$ cat config.mk
export PLATFORM = sky130hd
export DESIGN_NAME = socks5_client_handshake
export DESIGN_NICKNAME = d
export VERILOG_FILES = /design/src/rtl/socks5h_pkg.sv /design/src/rtl/socks5_client_handshake.sv /design/src/rtl/socks5h_step.sv
export SDC_FILE = /design/constraint.sdc
export NUM_CORES = 1
export LEC_CHECK = 0
export BUFFER_PORTS_ARGS = -buffer_cell sky130_fd_sc_hd__buf_2
export CELL_PAD_IN_SITES_DETAIL_PLACEMENT = 1
export CELL_PAD_IN_SITES_GLOBAL_PLACEMENT = 2
export CORE_ASPECT_RATIO = 1.2
export CORE_MARGIN = 1.5
export CORE_UTILIZATION = 32
export CTS_CLUSTER_SIZE = 14
export DETAILED_ROUTE_END_ITERATION = 16
export GPL_TIMING_DRIVEN = 0
export PLACE_DENSITY_LB_ADDON = 0.1
export RECOVER_POWER = 100
export SYNTH_ARGS = -nofsm -noshare
export SYNTH_HDL_FRONTEND = slang
export SYNTH_SLANG_ARGS = --single-unit
$ cat constraint.sdc
create_clock -name aclk -period 2.8 [get_ports aclk]
set_input_delay 0.42 -clock aclk [delete_from_list [all_inputs] [get_ports aclk]]
set_output_delay 0.42 -clock aclk [all_outputs]
set_load 0.02 [all_outputs]
$ cat src/rtl/socks5h_pkg.sv
// Package for the SOCKS5 client handshake: codes, register indexes and
// the handshake state record. No dependencies.
package socks5h_pkg;

    localparam int TDATA_W = 16;
    localparam int CFG_W   = 24;

    typedef enum logic [2:0] {
        PH_IDLE,
        PH_METHOD,
        PH_AUTH,
        PH_CONN,
        PH_ALEN,
        PH_ADDR,
        PH_PORT
    } phase_t;

    // input actions
    localparam logic [1:0] ACT_START = 2'd0;
    localparam logic [1:0] ACT_BYTE  = 2'd1;
    localparam logic [1:0] ACT_TICK  = 2'd2;
    localparam logic [1:0] ACT_CLOSE = 2'd3;

    // transmit orders
    localparam logic [1:0] SEND_NONE     = 2'd0;
    localparam logic [1:0] SEND_GREETING = 2'd1;
    localparam logic [1:0] SEND_CREDS    = 2'd2;
    localparam logic [1:0] SEND_CONNECT  = 2'd3;

    // status codes
    localparam logic [3:0] ST_BUSY        = 4'd0;
    localparam logic [3:0] ST_READY       = 4'd1;
    localparam logic [3:0] ST_TIMEOUT     = 4'd2;
    localparam logic [3:0] ST_CLOSED      = 4'd3;
    localparam logic [3:0] ST_BAD_VERSION = 4'd4;
    localparam logic [3:0] ST_UNAUTH      = 4'd5;
    localparam logic [3:0] ST_AUTH_FAIL   = 4'd6;
    localparam logic [3:0] ST_NO_METHOD   = 4'd7;
    localparam logic [3:0] ST_BAD_CONN_VER = 4'd8;
    localparam logic [3:0] ST_REFUSED     = 4'd9;
    localparam logic [3:0] ST_BAD_ATYP    = 4'd10;

    // protocol bytes
    localparam logic [7:0] SOCKS_VER      = 8'h05;
    localparam logic [7:0] METH_NONE      = 8'h00;
    localparam logic [7:0] METH_USERPASS  = 8'h02;
    localparam logic [7:0] AUTH_VER       = 8'h01;
    localparam logic [7:0] AUTH_OK        = 8'h00;
    localparam logic [7:0] REP_SUCCESS    = 8'h00;
    localparam logic [7:0] ATYP_IPV4      = 8'h01;
    localparam logic [7:0] ATYP_DOMAIN    = 8'h03;
    localparam logic [7:0] ATYP_IPV6      = 8'h04;

    // configuration register indexes
    localparam logic REG_CREDS_EN = 1'b0;
    localparam logic REG_TIMEOUT  = 1'b1;

    localparam logic [23:0] TIMEOUT_RESET = 24'd10000;

    typedef struct packed {
        phase_t      phase;
        logic [7:0]  bytes_left;
        logic [7:0]  first_byte;
        logic [7:0]  code_byte;
        logic [23:0] time_left;
    } hs_state_t;

    typedef struct packed {
        logic [7:0] reply_code;
        logic [3:0] status;
        logic [1:0] send_request;
    } hs_result_t;

endpackage

$ cat src/rtl/socks5_client_handshake.sv
// An accepted item passes through the input register, then the result
// register. Throughput: one item per cycle, no bubbles while m_tready
// stays high. Every item gives exactly one result.
// Reset (aresetn low, synchronous): handshake idle, counters and held bytes
// cleared, credentials off, timeout_ticks 10000, both stages empty.
// Top level of the SOCKS5 client handshake sequencer; uses socks5h_pkg, socks5h_step.
module socks5_client_handshake (
    input  logic                            aclk,
    input  logic                            aresetn,
    input  logic                            s_tvalid,
    output logic                            s_tready,
    input  logic [socks5h_pkg::TDATA_W-1:0] s_tdata,  // [1:0] action, [9:2] rx_byte
    output logic                            m_tvalid,
    input  logic                            m_tready,
    // [1:0] send_request, [5:2] status, [13:6] reply_code
    output logic [socks5h_pkg::TDATA_W-1:0] m_tdata,
    input  logic                            cfg_wr_en,
    input  logic                            cfg_addr,
    input  logic [socks5h_pkg::CFG_W-1:0]   cfg_wdata
);
    import socks5h_pkg::*;

    logic        in_valid_reg;
    logic [1:0]  action_reg;
    logic [7:0]  rx_byte_reg;
    logic        m_valid_reg;
    hs_result_t  result_reg;
    hs_result_t  result_next;
    hs_state_t   state_reg;
    hs_state_t   state_next;
    logic        creds_en_reg;
    logic [23:0] timeout_reg;
    logic        out_free;
    logic        advance;

    assign out_free = !m_valid_reg || m_tready;
    assign advance  = in_valid_reg && out_free;
    assign s_tready = !in_valid_reg || out_free;

    socks5h_step u_step (
        .cur           (state_reg),
        .creds_en      (creds_en_reg),
        .timeout_ticks (timeout_reg),
        .action        (action_reg),
        .rx_byte       (rx_byte_reg),
        .nxt           (state_next),
        .result        (result_next)
    );

    always_ff @(posedge aclk) begin
        if (!aresetn) begin
            in_valid_reg <= 1'b0;
            m_valid_reg  <= 1'b0;
            state_reg    <= '{phase: PH_IDLE, default: '0};
            creds_en_reg <= 1'b0;
            timeout_reg  <= TIMEOUT_RESET;
        end else begin
            if (s_tvalid && s_tready) begin
                in_valid_reg <= 1'b1;
            end else if (advance) begin
                in_valid_reg <= 1'b0;
            end
            if (advance) begin
                m_valid_reg <= 1'b1;
                state_reg   <= state_next;
            end else if (m_tready) begin
                m_valid_reg <= 1'b0;
            end
            if (cfg_wr_en) begin
                if (cfg_addr == REG_CREDS_EN) begin
                    creds_en_reg <= cfg_wdata[0];
                end else begin
                    timeout_reg <= cfg_wdata;
                end
            end
        end
    end

    // payload registers
    always_ff @(posedge aclk) begin
        if (s_tvalid && s_tready) begin
            action_reg  <= s_tdata[1:0];
            rx_byte_reg <= s_tdata[9:2];
        end
        if (advance) begin
            result_reg <= result_next;
        end
    end

    assign m_tvalid = m_valid_reg;
    assign m_tdata  = {2'b00, result_reg};

endmodule

$ cat src/rtl/socks5h_step.sv
// Next-state and result logic for one handshake item.
// Depends on socks5h_pkg.
module socks5h_step (
    input  socks5h_pkg::hs_state_t  cur,
    input  logic                    creds_en,
    input  logic [23:0]             timeout_ticks,
    input  logic [1:0]              action,
    input  logic [7:0]              rx_byte,
    output socks5h_pkg::hs_state_t  nxt,
    output socks5h_pkg::hs_result_t result
);
    import socks5h_pkg::*;

    logic [1:0] send;
    logic [3:0] status;
    logic [2:0] pos;

    // position within the four-byte connect reply
    assign pos = (cur.bytes_left >= 8'd4) ? 3'd0 : 3'(8'd4 - cur.bytes_left);

    always_comb begin
        nxt    = cur;
        send   = SEND_NONE;
        status = ST_BUSY;
        if (action == ACT_START) begin
            send           = SEND_GREETING;
            nxt.phase      = PH_METHOD;
            nxt.bytes_left = 8'd2;
            nxt.first_byte = '0;
            nxt.code_byte  = '0;
            nxt.time_left  = timeout_ticks;
        end else if (cur.phase != PH_IDLE) begin
            priority if (action == ACT_BYTE) begin
                if (cur.time_left == '0) begin
                    status = ST_TIMEOUT;
                end else begin
                    unique case (cur.phase)
                        PH_METHOD: begin
                            if (cur.bytes_left >= 8'd2) begin
                                nxt.first_byte = rx_byte;
                                nxt.bytes_left = 8'd1;
                            end else if (cur.first_byte != SOCKS_VER) begin
                                status = ST_BAD_VERSION;
                            end else if (rx_byte == METH_NONE) begin
                                if (creds_en) begin
                                    status = ST_UNAUTH;
                                end else begin
                                    send           = SEND_CONNECT;
                                    nxt.phase      = PH_CONN;
                                    nxt.bytes_left = 8'd4;
                                end
                            end else if (rx_byte == METH_USERPASS && creds_en) begin
                                send           = SEND_CREDS;
                                nxt.phase      = PH_AUTH;
                                nxt.bytes_left = 8'd2;
                            end else begin
                                status = ST_NO_METHOD;
                            end
                        end
                        PH_AUTH: begin
                            if (cur.bytes_left >= 8'd2) begin
                                nxt.first_byte = rx_byte;
                                nxt.bytes_left = 8'd1;
                            end else if (cur.first_byte != AUTH_VER || rx_byte != AUTH_OK) begin
                                status = ST_AUTH_FAIL;
                            end else begin
                                send           = SEND_CONNECT;
                                nxt.phase      = PH_CONN;
                                nxt.bytes_left = 8'd4;
                            end
                        end
                        PH_CONN: begin
                            if (pos < 3'd3) begin
                                if (pos == 3'd0) begin
                                    nxt.first_byte = rx_byte;
                                end else if (pos == 3'd1) begin
                                    nxt.code_byte = rx_byte;
                                end
                                nxt.bytes_left = {5'd0, 3'd3 - pos};
                            end else if (cur.first_byte != SOCKS_VER) begin
                                status = ST_BAD_CONN_VER;
                            end else if (cur.code_byte != REP_SUCCESS) begin
                                status = ST_REFUSED;
                            end else if (rx_byte == ATYP_IPV4) begin
                                nxt.phase      = PH_ADDR;
                                nxt.bytes_left = 8'd4;
                            end else if (rx_byte == ATYP_IPV6) begin
                                nxt.phase      = PH_ADDR;
                                nxt.bytes_left = 8'd16;
                            end else if (rx_byte == ATYP_DOMAIN) begin
                                nxt.phase      = PH_ALEN;
                                nxt.bytes_left = 8'd1;
                            end else begin
                                status = ST_BAD_ATYP;
                            end
                        end
                        PH_ALEN: begin
                            // empty domain skips straight to the port
                            if (rx_byte == 8'd0) begin
                                nxt.phase      = PH_PORT;
                                nxt.bytes_left = 8'd2;
                            end else begin
                                nxt.phase      = PH_ADDR;
                                nxt.bytes_left = rx_byte;
                            end
                        end
                        PH_ADDR: begin
                            if (cur.bytes_left > 8'd1) begin
                                nxt.bytes_left = cur.bytes_left - 8'd1;
                            end else begin
                                nxt.phase      = PH_PORT;
                                nxt.bytes_left = 8'd2;
                            end
                        end
                        PH_PORT: begin
                            if (cur.bytes_left > 8'd1) begin
                                nxt.bytes_left = cur.bytes_left - 8'd1;
                            end else begin
                                status = ST_READY;
                            end
                        end
                        default: begin
                            status = ST_BUSY;
                        end
                    endcase
                end
            end else if (action == ACT_TICK) begin
                if (cur.time_left <= 24'd1) begin
                    nxt.time_left = '0;
                    status        = ST_TIMEOUT;
                end else begin
                    nxt.time_left = cur.time_left - 24'd1;
                end
            end else begin
                status = ST_CLOSED;
            end
            if (status != ST_BUSY) begin
                nxt.phase      = PH_IDLE;
                nxt.bytes_left = '0;
            end
        end
    end

    assign result.send_request = send;
    assign result.status       = status;
    assign result.reply_code   = (status == ST_REFUSED) ? nxt.code_byte : 8'd0;

endmodule

==> metrics.md <==
| Metric | Value |
|---|---|
| CTS tree | `yes` |
| Placed inst area | `between 6000 and 7000 um^2` |
| CP max FO | `2` |
| Core area | `approximately 17000 um^2` |
| Global placement routability congestion | `a little under 0.9` |
| GRT overflow | `0` |
| Crit path DAT | `3270 ps` |
| Number of H-tree levels | `3` |
| Cell area after layout | `6960 um^2` |
| Number of synthesis warnings | `0` |
| CP max-delay cell | `or4_4` |
| Top delay family on crit path | `simple AND/OR/NAND/NOR gates` |
| P&R area growth vs syn | `25.9%` |
| Initial Utilization | `32.7%` |
| Port-buffer cells | `55` |
| Nature of the critical path startpoint | `register` |
| Reg2Reg Setup Slack | `-210 ps` |
| Endpoints failing hold | `0` |
| Critical Path End Type | `register` |
| # diodes | `0` |
| Register bit total from synthesis | `102` |
| Levels on crit path | `8` |
| Worst hold slack | `228 ps` |
| Peak Freq | `332 MHz` |
| R2R depth | `8` |
| Worst skew pair latency | `370 ps` |
| DIE WIDTH | `roughly 120 um` |
| Most common cell after layout, fill and taps aside | `nand2_1` |
| Synthesized area | `5530 um^2` |
| Final wirelength | `between 15000 and 20000 um` |
| Syn Inst Count | `669` |
| Vias | `~5500` |
| Setup CP Type | `register to register` |
| Post-route clock skew | `7.29 ps` |
| Status | `finished, violations left` |
| Max Cap Violations | `0` |
| Initial antenna violation count | `0` |
| Vias in the first global route | `5765` |
| DRT iter0 DRCs | `234` |
| Drt first pass iters | `5` |
| Max reg flops | `51` |
| DP HPWL | `14400 um` |
| Die ar. | `18100 um^2` |
| Worst Hold Class | `input pin to register` |
| Crit share post-route | `108%` |
| Final setup vio count | `11` |
| Num CTS Buffers | `9` |
| CTS Root Cell | `clkbuf_16` |
| Hold Path Depth | `1` |
| Worst path max stage delay | `540 ps` |
| Final min period | `3010 ps` |
| # IOs | `64` |
| Crit path cell chain | `or4_4, or4_4, or3_4, or3_1, or3_1, xnor2_1, a221o_1, o211a_1` |
| Yosys cell types | `69` |
| WL/cell | `20.4 um` |
| Slew Viols, Final | `0` |
| Post-synth EDFFs | `24` |
| Share of post-route cells with drive strength above 1 | `21.2%` |
| Nets | `809` |
| Die Height | `about 150 um` |
| Via density per instance | `5.59` |
| Max transition margin | `42.9%` |
| CP required | `3060 ps` |
| Final design utilization | `41.1%` |
| Row cnt | `between 50 and 60` |
| CTS clk-pin slew, worst paths | `about 80 ps` |
| Leak | `2.60 nW` |
| CTS Hold Bufs | `0` |
| Largest net degree at the start of global routing | `21` |
| Ys async rst share | `0%` |
| Worst-margin pin slew | `857 ps` |
| Buf/Inv on CP | `0` |
| Setup ws final | `-214 ps` |
| Pwr per Cell Area | `~480 nW/um^2` |
| Most frequent cells in the layout | `nand2_1 (78), dfxtp_1 (73), nor2_1 (72)` |
| Synth Flop Type | `dfxtp_1` |
| Violated checks | `setup timing` |
| Max VDD drop | `approximately 0.28 mV` |
| DRC Markers | `0` |
| RSZ-0062 raised after global routing | `true` |
| Mean Syn Cell Area | `8.26 um^2` |
| Detail Route Antenna Nets | `0` |
| CTS Buffer Depth | `2` |
| GRT Total Usage | `between 20 and 25%` |
| First-pass GRT wire length | `31700 um` |
| Setup WS pre-CTS | `-886 ps` |
| Clock sinks | `102` |
| Register area share after synthesis | `41.3%` |
==> logic make-up after synthesis <==
| kind of cell | Yosys count | share of synthesized area, % |
|---|---|---|
| and+or+nand+nor | 296 | 26.6 |
| AOI/OAI and AO/OA | 177 | 22.1 |
| DFF | 102 | 41.3 |
| buffers and inverters | 63 | 4.44 |
| muxes | 17 | 3.08 |
| xor gates and xnor gates | 8 | 1.27 |
| adders and majority gates | 5 | 1.13 |
| other | 1 | 0.0679 |
==> worst reg2reg max path, stage by stage (launching register included) <==
cell	delay, ps
dfxtp_4	360
or4_4	540
or4_4	440
or3_4	350
or3_1	330
or3_1	330
xnor2_1	130
a221o_1	320
o211a_1	120
==> path summary, 6_finish.rpt <==
path	endpoint	startpoint
min	rx_byte_reg[6]	s_tdata[8]
min reg2reg	timeout_reg[23]	timeout_reg[23]
max reg2reg	state_reg[13]	state_reg[0]
max	state_reg[13]	state_reg[0]
==> Yosys cell counts (all sizes together), types with 5 or more instances <==
| library cell | number | area (um^2) |
|---|---|---|
| xor2 | 5 | 43.8 |
| a32o | 5 | 50.1 |
| and3 | 15 | 93.8 |
| dfxtp | 78 | 1560 |
| a22oi | 27 | 203 |
| nand2b | 9 | 56.3 |
| and2 | 8 | 50.1 |
| inv | 15 | 56.3 |
| or4 | 10 | 75.1 |
| nor2 | 83 | 312 |
| a21oi | 52 | 260 |
| o2bb2ai | 9 | 78.8 |
| o211ai | 7 | 52.6 |
| buf | 6 | 31.3 |
| edfxtp | 24 | 721 |
| o21ai | 32 | 160 |
| clkbuf | 42 | 158 |
| nand4 | 8 | 50.1 |
| nor2b | 12 | 75.1 |
| a211oi | 6 | 57.6 |
| nand2 | 79 | 297 |
| mux2i | 17 | 170 |
| nor4 | 12 | 81.3 |
| nor3 | 19 | 105 |
| ha | 5 | 62.6 |
| nand3 | 13 | 65.1 |
| or3 | 11 | 68.8 |
==> per-layer routing <==
| layer | vias to the layer above | track usage [%] | part of all wire [%] |
|---|---|---|---|
| met5 | - | 0 | 0 |
| met4 | 0 | 9.65 | 3.3 |
| met3 | 36 | 3.73 | 2.9 |
| met2 | 105 | 41.4 | 54 |
| met1 | 2705 | 26.2 | 40 |
| li1 | 2623 | - | - |
==> metrics by stage <==
step                setup TNS, ps  std cells  total power [mW]
floorplan                   -72.8        670              1.84
global placement           -30290        941              1.99
detailed placement         -31640        941              1.99
CTS                          -664        970              3.35
global route                -3310        979              3.46
finish                       -704        979              3.32
==> power breakdown <==
| group | total, mW | switching (mW) | internal [mW] |
|---|---|---|---|
| Sequential | 1.59 | 0.0393 | 1.55 |
| Clock | 1.31 | 0.670 | 0.635 |
| Combinational | 0.433 | 0.270 | 0.163 |
| Total | 3.32 | 0.979 | 2.35 |
==> area by class of cell <==
type                    count  area, um^2
fillers                  2035        9960
repair buffers             83         512
clock buffers               9         225
well taps                 216         270
flip-flops and latches    102        2290
inverters                  15        56.3
plain buffers              42         200
clock inverters             7        72.6
multi-input cells         505        3330
==> what timing repair did <==
action,in CTS,in global routing
gates resized for setup,62,47
setup endpoints to repair,60,58
pin swaps,10,22
setup buffers,17,11
Note: power is estimated with default switching activity, not from simulation.
